**src/sv/bswlc_pkg.sv**
```systemverilog
// Package for the byte stream word and line counter.
// Holds count widths, request codes, character codes and small helpers.
// No dependencies.
package bswlc_pkg;

    localparam int CNT_W      = 32;
    localparam int CNT_IDX_W  = $clog2(CNT_W);
    localparam int BCD_DIGITS = (CNT_W * 30103 + 99999) / 100000;
    localparam int BCD_W      = 4 * BCD_DIGITS;
    localparam int DIG_W      = $clog2(BCD_DIGITS);
    localparam int TAIL_LEN   = 7;
    localparam int TAIL_W     = $clog2(TAIL_LEN);
    localparam int REQ_W      = 2;
    localparam int CHAR_W     = 8;

    typedef logic [CNT_W-1:0]  t_cnt;
    typedef logic [REQ_W-1:0]  t_req;
    typedef logic [CHAR_W-1:0] t_char;

    localparam t_req REQ_DATA  = 2'd0;
    localparam t_req REQ_EOF   = 2'd1;
    localparam t_req REQ_TOTAL = 2'd2;

    localparam t_char CH_ZERO  = 8'd48;
    localparam t_char CH_SPACE = 8'h20;
    localparam t_char CH_TAB   = 8'h09;
    localparam t_char CH_LF    = 8'h0A;
    localparam t_char CH_CR    = 8'h0D;
    localparam t_char CH_T     = 8'h74;
    localparam t_char CH_O     = 8'h6F;
    localparam t_char CH_A     = 8'h61;
    localparam t_char CH_L     = 8'h6C;

    function automatic t_cnt sat_add(input t_cnt a, input t_cnt b);
        logic [CNT_W:0] s;
        s = {1'b0, a} + {1'b0, b};
        return s[CNT_W] ? {CNT_W{1'b1}} : s[CNT_W-1:0];
    endfunction

    function automatic logic is_space(input t_char c);
        return (c == CH_SPACE) || (c == CH_TAB) || (c == CH_LF) || (c == CH_CR);
    endfunction

    // " total\n"; the file line starts at the final newline
    function automatic t_char tail_char(input logic [TAIL_W-1:0] idx);
        t_char c;
        case (idx)
            3'd0:    c = CH_SPACE;
            3'd1:    c = CH_T;
            3'd2:    c = CH_O;
            3'd3:    c = CH_T;
            3'd4:    c = CH_A;
            3'd5:    c = CH_L;
            default: c = CH_LF;
        endcase
        return c;
    endfunction

endpackage

```
**src/sv/byte_stream_word_line_counter_core.sv**
```systemverilog
// Byte stream word, line and byte counter with decimal text output.
// Single module; depends on bswlc_pkg.
//
// Input channel s_axis: one transfer per request. tuser holds the request
// kind (data byte, end of file, totals), tdata the byte. Data bytes are taken
// one per cycle while no line is being formatted. End of file folds the file
// counts into the totals, clears them and starts "L W B\n"; totals starts
// "L W B total\n". Counts saturate at all ones.
// Output channel m_axis: one character per transfer, tlast on the newline.
// Each number is converted by a bit-serial double-dabble shifter, one bit per
// cycle, then its 10 BCD digits are scanned one per cycle, leading zeros
// skipped; a digit to be shown waits while the receiver stalls.
// s_axis_tready is high only while no line is in progress; the final character
// may still wait in the output register while new bytes are taken.
// A stalled receiver holds the current character; the formatter waits to emit.
// Reset clears all counts, totals and the word flag, and empties the output.
module byte_stream_word_line_counter_core (
    input  logic                       i_clk,
    input  logic                       i_rst_n,
    input  logic                       s_axis_tvalid,
    output logic                       s_axis_tready,
    input  logic [7:0]                 s_axis_tdata,  // [7:0] data_byte
    input  logic [bswlc_pkg::REQ_W-1:0] s_axis_tuser, // [1:0] req_type
    output logic                       m_axis_tvalid,
    input  logic                       m_axis_tready,
    output logic [7:0]                 m_axis_tdata,  // [7:0] out_char
    output logic                       m_axis_tlast   // last_char
);
    import bswlc_pkg::*;

    typedef enum logic [2:0] {
        ST_IDLE,
        ST_CONV,
        ST_EMIT,
        ST_SEP,
        ST_TAIL
    } t_state;

    t_state                r_state,  n_state;
    logic                  r_inword, n_inword;
    t_cnt                  r_flines, n_flines;
    t_cnt                  r_fwords, n_fwords;
    t_cnt                  r_fbytes, n_fbytes;
    t_cnt                  r_slines, n_slines;
    t_cnt                  r_swords, n_swords;
    t_cnt                  r_sbytes, n_sbytes;
    t_cnt                  r_val [3];
    t_cnt                  n_val [3];
    logic [1:0]            r_fld,    n_fld;
    logic                  r_total,  n_total;
    t_cnt                  r_shift,  n_shift;
    logic [BCD_W-1:0]      r_bcd,    n_bcd;
    logic [CNT_IDX_W-1:0]  r_cnt,    n_cnt;
    logic [DIG_W-1:0]      r_dig,    n_dig;
    logic                  r_seen,   n_seen;
    logic [TAIL_W-1:0]     r_tidx,   n_tidx;
    logic                  r_mvalid, n_mvalid;
    t_char                 r_mdata,  n_mdata;
    logic                  r_mlast,  n_mlast;

    logic                  slot_free;
    logic [BCD_W-1:0]      bcd_adj;
    logic [3:0]            top_dig;
    logic                  dig_last;
    logic                  need_out;

    assign s_axis_tready = (r_state == ST_IDLE);
    assign m_axis_tvalid = r_mvalid;
    assign m_axis_tdata  = r_mdata;
    assign m_axis_tlast  = r_mlast;

    assign slot_free = !r_mvalid || m_axis_tready;
    assign top_dig   = r_bcd[BCD_W-1 -: 4];
    assign dig_last  = (r_dig == DIG_W'(BCD_DIGITS - 1));
    assign need_out  = (top_dig != 4'd0) || r_seen || dig_last;

    always_comb begin
        for (int i = 0; i < BCD_DIGITS; i++) begin
            bcd_adj[4*i +: 4] = (r_bcd[4*i +: 4] >= 4'd5) ?
                                r_bcd[4*i +: 4] + 4'd3 : r_bcd[4*i +: 4];
        end
    end

    always_comb begin
        n_state  = r_state;
        n_inword = r_inword;
        n_flines = r_flines;
        n_fwords = r_fwords;
        n_fbytes = r_fbytes;
        n_slines = r_slines;
        n_swords = r_swords;
        n_sbytes = r_sbytes;
        n_val    = r_val;
        n_fld    = r_fld;
        n_total  = r_total;
        n_shift  = r_shift;
        n_bcd    = r_bcd;
        n_cnt    = r_cnt;
        n_dig    = r_dig;
        n_seen   = r_seen;
        n_tidx   = r_tidx;
        n_mvalid = r_mvalid;
        n_mdata  = r_mdata;
        n_mlast  = r_mlast;

        if (r_mvalid && m_axis_tready) begin
            n_mvalid = 1'b0;
        end

        unique case (r_state)
            ST_IDLE: begin
                if (s_axis_tvalid) begin
                    unique case (s_axis_tuser)
                        REQ_DATA: begin
                            n_fbytes = sat_add(r_fbytes, t_cnt'(1));
                            if (is_space(s_axis_tdata)) begin
                                n_inword = 1'b0;
                            end else if (!r_inword) begin
                                n_fwords = sat_add(r_fwords, t_cnt'(1));
                                n_inword = 1'b1;
                            end
                            if (s_axis_tdata == CH_LF) begin
                                n_flines = sat_add(r_flines, t_cnt'(1));
                            end
                        end
                        REQ_EOF: begin
                            n_slines = sat_add(r_slines, r_flines);
                            n_swords = sat_add(r_swords, r_fwords);
                            n_sbytes = sat_add(r_sbytes, r_fbytes);
                            n_val[0] = r_flines;
                            n_val[1] = r_fwords;
                            n_val[2] = r_fbytes;
                            n_shift  = r_flines;
                            n_flines = '0;
                            n_fwords = '0;
                            n_fbytes = '0;
                            n_inword = 1'b0;
                            n_total  = 1'b0;
                            n_fld    = 2'd0;
                            n_bcd    = '0;
                            n_cnt    = '0;
                            n_state  = ST_CONV;
                        end
                        REQ_TOTAL: begin
                            n_val[0] = r_slines;
                            n_val[1] = r_swords;
                            n_val[2] = r_sbytes;
                            n_shift  = r_slines;
                            n_total  = 1'b1;
                            n_fld    = 2'd0;
                            n_bcd    = '0;
                            n_cnt    = '0;
                            n_state  = ST_CONV;
                        end
                        default: begin
                        end
                    endcase
                end
            end
            ST_CONV: begin
                n_bcd   = {bcd_adj[BCD_W-2:0], r_shift[CNT_W-1]};
                n_shift = {r_shift[CNT_W-2:0], 1'b0};
                n_cnt   = r_cnt + 1'b1;
                if (r_cnt == CNT_IDX_W'(CNT_W - 1)) begin
                    n_dig   = '0;
                    n_seen  = 1'b0;
                    n_state = ST_EMIT;
                end
            end
            ST_EMIT: begin
                if (!need_out || slot_free) begin
                    if (need_out) begin
                        n_mvalid = 1'b1;
                        n_mdata  = CH_ZERO + {4'd0, top_dig};
                        n_mlast  = 1'b0;
                        n_seen   = 1'b1;
                    end
                    n_bcd = {r_bcd[BCD_W-5:0], 4'd0};
                    n_dig = r_dig + 1'b1;
                    if (dig_last) begin
                        if (r_fld == 2'd2) begin
                            n_tidx  = r_total ? '0 : TAIL_W'(TAIL_LEN - 1);
                            n_state = ST_TAIL;
                        end else begin
                            n_state = ST_SEP;
                        end
                    end
                end
            end
            ST_SEP: begin
                if (slot_free) begin
                    n_mvalid = 1'b1;
                    n_mdata  = CH_SPACE;
                    n_mlast  = 1'b0;
                    n_fld    = r_fld + 1'b1;
                    n_shift  = r_val[r_fld + 1'b1];
                    n_bcd    = '0;
                    n_cnt    = '0;
                    n_state  = ST_CONV;
                end
            end
            ST_TAIL: begin
                if (slot_free) begin
                    n_mvalid = 1'b1;
                    n_mdata  = tail_char(r_tidx);
                    n_mlast  = (r_tidx == TAIL_W'(TAIL_LEN - 1));
                    if (r_tidx == TAIL_W'(TAIL_LEN - 1)) begin
                        n_state = ST_IDLE;
                    end else begin
                        n_tidx = r_tidx + 1'b1;
                    end
                end
            end
            default: n_state = ST_IDLE;
        endcase
    end

    always_ff @(posedge i_clk) begin
        if (!i_rst_n) begin
            r_state  <= ST_IDLE;
            r_inword <= 1'b0;
            r_flines <= '0;
            r_fwords <= '0;
            r_fbytes <= '0;
            r_slines <= '0;
            r_swords <= '0;
            r_sbytes <= '0;
            r_mvalid <= 1'b0;
        end else begin
            r_state  <= n_state;
            r_inword <= n_inword;
            r_flines <= n_flines;
            r_fwords <= n_fwords;
            r_fbytes <= n_fbytes;
            r_slines <= n_slines;
            r_swords <= n_swords;
            r_sbytes <= n_sbytes;
            r_mvalid <= n_mvalid;
        end
        r_val   <= n_val;
        r_fld   <= n_fld;
        r_total <= n_total;
        r_shift <= n_shift;
        r_bcd   <= n_bcd;
        r_cnt   <= n_cnt;
        r_dig   <= n_dig;
        r_seen  <= n_seen;
        r_tidx  <= n_tidx;
        r_mdata <= n_mdata;
        r_mlast <= n_mlast;
    end

endmodule
```
**config.mk**
```make
export PLATFORM = sky130hd
export DESIGN_NAME = byte_stream_word_line_counter_core
export DESIGN_NICKNAME = d
export VERILOG_FILES = /design/src/sv/bswlc_pkg.sv /design/src/sv/byte_stream_word_line_counter_core.sv
export SDC_FILE = /design/constraint.sdc
export NUM_CORES = 1
export LEC_CHECK = 0
export BUFFER_PORTS_ARGS = -buffer_cell sky130_fd_sc_hd__buf_2
export CORE_ASPECT_RATIO = 0.6
export CORE_MARGIN = 2
export CORE_UTILIZATION = 47
export CTS_BUF_LIST = sky130_fd_sc_hd__clkbuf_16
export CTS_CLUSTER_SIZE = 8
export DETAILED_ROUTE_END_ITERATION = 7
export PLACE_DENSITY_LB_ADDON = 0.1
export SLEW_MARGIN = 0
export SYNTH_ARGS = -nofsm -noshare
export SYNTH_HDL_FRONTEND = slang
export SYNTH_SLANG_ARGS = --single-unit
export TNS_END_PERCENT = 5
```
**constraint.sdc**
```tcl
create_clock -name i_clk -period 6.7 [get_ports i_clk]
set_input_delay 0.67 -clock i_clk [delete_from_list [all_inputs] [get_ports i_clk]]
set_output_delay 0.67 -clock i_clk [all_outputs]
set_load 0.03 [all_outputs]
```
==> tab_implementation.tex <==
\begin{tabular}{lr}
\hline
Metric & Value \\
\hline
\multicolumn{2}{l}{\textbf{STA}} \\
\quad Clock skew & 16.6 ps \\
\quad Highest achievable clock rate & 246 MHz \\
\quad Crit path setup slack, layout & 2640 ps \\
\quad Final worst path period share & 60.6\% \\
\quad Transition time of the tightest slew-check pin & 1200 ps \\
\quad Post-Route Setup TNS & 0 ps \\
\quad Max transition margin & 19.6\% \\
\quad Setup violations, final & 0 \\
\quad Setup repair after global routing missed its margin & no \\
\quad Final number of hold-violating endpoints & 0 \\
\quad Time the worst path needs with I/O delays and setup & 4060 ps \\
\quad Total count of max-transition violations in the final report & 0 \\
\multicolumn{2}{l}{\textbf{Final layout}} \\
\quad Layout overhead on the synthesized area & 9.07\% \\
\quad Fraction of final layout cells sized beyond drive strength 1 & 11.4\% \\
\quad Count of antenna diodes in the layout & 0 \\
\quad Fillers & 4653 \\
\quad Final layout net count & 2740 \\
\multicolumn{2}{l}{\textbf{Worst setup path}} \\
\quad List of cells traversed by the critical path & ha\_1, fa\_1, a211oi\_2, o21ai\_1, a31oi\_2, o31ai\_2, a211oi\_4, o21ai\_2, a221oi\_4, o211a\_1, buf\_4, a21oi\_1 \\
\quad Reg2Reg Depth & 12 \\
\quad Required time of the worst setup path & 7150 ps \\
\quad CP Max Fanout & 19 \\
\quad Launching element type of the critical path & flip-flop \\
\quad Internal reg-to-reg setup slack & 2640 ps \\
\quad End of the worst register-to-register path & r\_sbytes[6]\$\_SDFFE\_PN0P\_ \\
\quad First element of the critical path & r\_fbytes[0]\$\_SDFFE\_PN0P\_ \\
\quad RR Startpoint & r\_fbytes[0]\$\_SDFFE\_PN0P\_ \\
\quad Endpoint kind of the worst setup timing path & flip-flop \\
\quad Cell with the largest stage delay on the worst path & sky130\_fd\_sc\_hd\_\_o211a\_1 \\
\quad Critical path destination & r\_sbytes[6]\$\_SDFFE\_PN0P\_ \\
\quad Endpoint arrival time on the critical path & 4510 ps \\
\quad Worst Path Class, Setup & reg -> reg \\
\quad Max stage delay on crit path & 480 ps \\
\multicolumn{2}{l}{\textbf{GRT}} \\
\quad Pin count of the biggest net entering global routing & 85 \\
\quad Wire length of the first global-routing pass & 109000 um \\
\quad Remaining global-route overflow & 0 \\
\quad Via count of the first global-routing pass & 18500 \\
\quad Number of antenna violations at the first check in global routing & 1 \\
\quad Gr usage total & 26.2\% \\
\multicolumn{2}{l}{\textbf{CTS}} \\
\quad Setup repair bufs after CTS & 0 \\
\quad Clock insertion delay at the later pin of the skew report & 590 ps \\
\quad Quantity of gates resized following cts & 0 \\
\quad Number of buffers inserted during clock tree synthesis & 54 \\
\quad Maximum number of buffers from clock root to sink & 3 \\
\quad H-Tree Depth & 2 \\
\quad TritonCTS clock tree & yes \\
\quad Clk sink count & 389 \\
\quad Clock root cell & sky130\_fd\_sc\_hd\_\_clkbuf\_16 \\
\quad Clock-pin slew of the registers on the worst-case setup and hold paths & 60 ps \\
\quad Hold\_buf cts & 0 \\
\multicolumn{2}{l}{\textbf{Route}} \\
\quad Via-to-Cell Ratio & 6.16 \\
\quad Post-detailed-routing wire length & 70100 um \\
\quad Routed Antenna Nets & 0 \\
\quad Detailed router's first-iteration violation count & 2286 \\
\quad Initial DRT Pass Iterations & 5 \\
\quad Wire per inst & 21.1 um \\
\quad Total via count after detailed routing & 20400 \\
\quad Detailed-route DRC error count & 0 \\
\multicolumn{2}{l}{\textbf{Logic synthesis}} \\
\quad Top cells by count, synth & sky130\_fd\_sc\_hd\_\_o21ai\_0 (343), sky130\_fd\_sc\_hd\_\_a21oi\_1 (252), sky130\_fd\_sc\_hd\_\_nor2\_1 (201) \\
\quad Net Count, Synth & 2783 \\
\quad Leading area contributor after synthesis & sky130\_fd\_sc\_hd\_\_edfxtp\_1 \\
\quad Number of warning messages in the yosys log & 0 \\
\quad Synthesized area & 0.0239 sq mm \\
\quad Fraction of synthesized cell area taken by the top area cell type & 24.1\% \\
\quad Synth cell types & 83 \\
\quad Sequential cell area fraction in the yosys report & 40.5\% \\
\quad Cells after Synth & 2633 \\
\quad Top\_reg\_cell synth & sky130\_fd\_sc\_hd\_\_dfxtp\_1 \\
\quad Cell types with the largest area share after synthesis & sky130\_fd\_sc\_hd\_\_edfxtp\_1 (24\%), sky130\_fd\_sc\_hd\_\_dfxtp\_1 (16\%), sky130\_fd\_sc\_hd\_\_o21ai\_0 (7.2\%), sky130\_fd\_sc\_hd\_\_ha\_1 (6.9\%), sky130\_fd\_sc\_hd\_\_mux2\_2 (5.6\%) \\
\quad Flip-flop and latch count after synthesis & 389 \\
\quad Share of async-settable or async-resettable flops after synthesis & 0\% \\
\quad Mean area per synthesized cell & 9.10 sq um \\
\quad Most repeated cell in the gate-level netlist after synthesis & sky130\_fd\_sc\_hd\_\_o21ai\_0 \\
\quad Post-synth EDFFs & 192 \\
\multicolumn{2}{l}{\textbf{Status}} \\
\quad Status & finished clean \\
\multicolumn{2}{l}{\textbf{Power and ir drop}} \\
\quad Combinational power share & 15.5\% \\
\quad Internal cell power & 4.58 mW \\
\quad Clock group share of total power & 39.1\% \\
\quad Sw Pwr & 1.86 mW \\
\quad Leakage power figure & 10.2 nW \\
\quad Net Sw Frac & 28.9\% \\
\quad PwrDens & 246 mW/mm\^{}2 \\
\quad Max rail drop VDD & 0.214 mV \\
\quad Final total power & 6.43 mW \\
\quad Seq pwr share & 45.4\% \\
\multicolumn{2}{l}{\textbf{Placement}} \\
\quad Post-Place Setup Slack & 2670 ps \\
\quad Count of input and output buffers & 23 \\
\quad Gpl congestion & 0.884 \\
\quad Half-perimeter wire length after placement & 48000 um \\
\multicolumn{2}{l}{\textbf{Floorplanning}} \\
\quad Overall die height & 179 um \\
\quad Count of standard-cell rows & 64 \\
\quad Die area & 0.0528 sq mm \\
\quad Initial cell density of the core & 47.3\% \\
\quad Number of ports placed on the die boundary & 25 \\
\quad Die width & 295 um \\
\quad Area of the core region & 0.0506 sq mm \\
\multicolumn{2}{l}{\textbf{Flow run}} \\
\quad Number of max-cap violations & 0 \\
\multicolumn{2}{l}{\textbf{Worst hold path}} \\
\quad Class of the tightest hold or removal check & reg -> reg \\
\hline
\end{tabular}
[how the worst min path moves through the flow]
stage                                     end                       from  cells after the start
global placement        r_inword$_SDFFE_PN0P_      r_inword$_SDFFE_PN0P_                      2
detailed placement      r_inword$_SDFFE_PN0P_      r_inword$_SDFFE_PN0P_                      2
CTS                     r_inword$_SDFFE_PN0P_      r_inword$_SDFFE_PN0P_                      2
floorplan               r_inword$_SDFFE_PN0P_      r_inword$_SDFFE_PN0P_                      2
finish                  r_inword$_SDFFE_PN0P_      r_inword$_SDFFE_PN0P_                      2
global route        r_fbytes[31]$_SDFFE_PN0P_  r_fbytes[31]$_SDFFE_PN0P_                      2
[worst max-delay path: cells and delay by family (launching register included)]
| family | cells | cell delay [ps] |
|---|---|---|
| AO/OA/AOI/OAI | 9 | 2440 |
| buffers and inverters | 1 | 410 |
| flip-flops | 1 | 370 |
| adder cells (fa/ha/maj) | 2 | 690 |
[power by group through the flow]
stage | Sequential (mW) | Combinational [mW] | Clock [mW]
6_report | 2.92 | 1.00 | 2.51
3_3_place_gp | 2.95 | 0.970 | 0
4_1_cts | 2.91 | 0.997 | 2.57
3_5_place_dp | 2.96 | 0.992 | 0
2_1_floorplan | 2.91 | 0.757 | 0
5_1_grt | 2.94 | 1.12 | 2.67
[metal layers]
| metal | wire [um] | GRT usage [%] | up-vias |
|---|---|---|---|
| li1 | - | - | 9756 |
| met1 | 35800 | 42.4 | 9845 |
| met2 | 26800 | 34.4 | 756 |
| met3 | 6450 | 6.21 | 80 |
| met4 | 1050 | 4.78 | 0 |
| met5 | 0 | 0 | - |
[cell usage in the layout (no fill, tap or decap), drive strengths merged, types with 10 or more instances in the layout]
cell type and instances:
o31ai 10, a211oi 19, nand3 67, nor4 16, or2 11, edfxtp 192
nor3 50, o21ai 347, and3 42, o21a 15, nor2 201, o211ai 12
a21oi 272, mux2 119, a31oi 40, dfxtp 197, a21boi 78, nand4 27
clkbuf 54, buf 50, xnor2 55, xor2 39, a21o 65, o21bai 14
nor3b 23, inv 90, nand2b 22, o22ai 18, a221o 33, and2 14
o221a 15, ha 133, nand2 173, nor2b 31
[per-stage QoR]
step,hold WS (ps),instance area (sq um),utilization [%],instances
floorplan,463,23900,-,2633
global placement,494,24600,48.6,3227
detailed placement,501,24600,48.6,3227
CTS,508,26100,51.6,3317
global route,555,26100,51.6,3317
finish,520,26100,51.6,3317
[logic make-up after synthesis]
logic type	synth area share, %
simple gates	14.1
fa+ha+maj	7.20
flops	40.5
xor+xnor	3.44
mux	5.85
compound gates	25.4
other cells	0.0157
buf+inv	3.42
[sequential cells by signal, indices dropped and copies added (netlist names)]
signal,cells
r_swords,32
r_shift,32
m_axis_tlast,1
r_inword,1
r_dig,4
r_val,96
r_total,1
r_tidx,3
r_fwords,32
r_cnt,5
m_axis_tdata,7
r_seen,1
r_sbytes,32
r_fbytes,32
r_bcd,40
r_flines,32
m_axis_tvalid,1
r_slines,32
r_state,3
r_fld,2
[area by class of cell]
| type | count | area, sq um | share of cell area [%] |
|---|---|---|---|
| multi-input combinational | 2037 | 13500 | 51.6 |
| sequential | 389 | 9710 | 37.2 |
| clock buffer | 54 | 1350 | 5.17 |
| tap | 693 | 867 | 3.32 |
| timing repair buffer | 50 | 320 | 1.23 |
| inverter | 58 | 218 | 0.833 |
| clock inverter | 36 | 165 | 0.632 |
(Power assumes the default switching activity.)
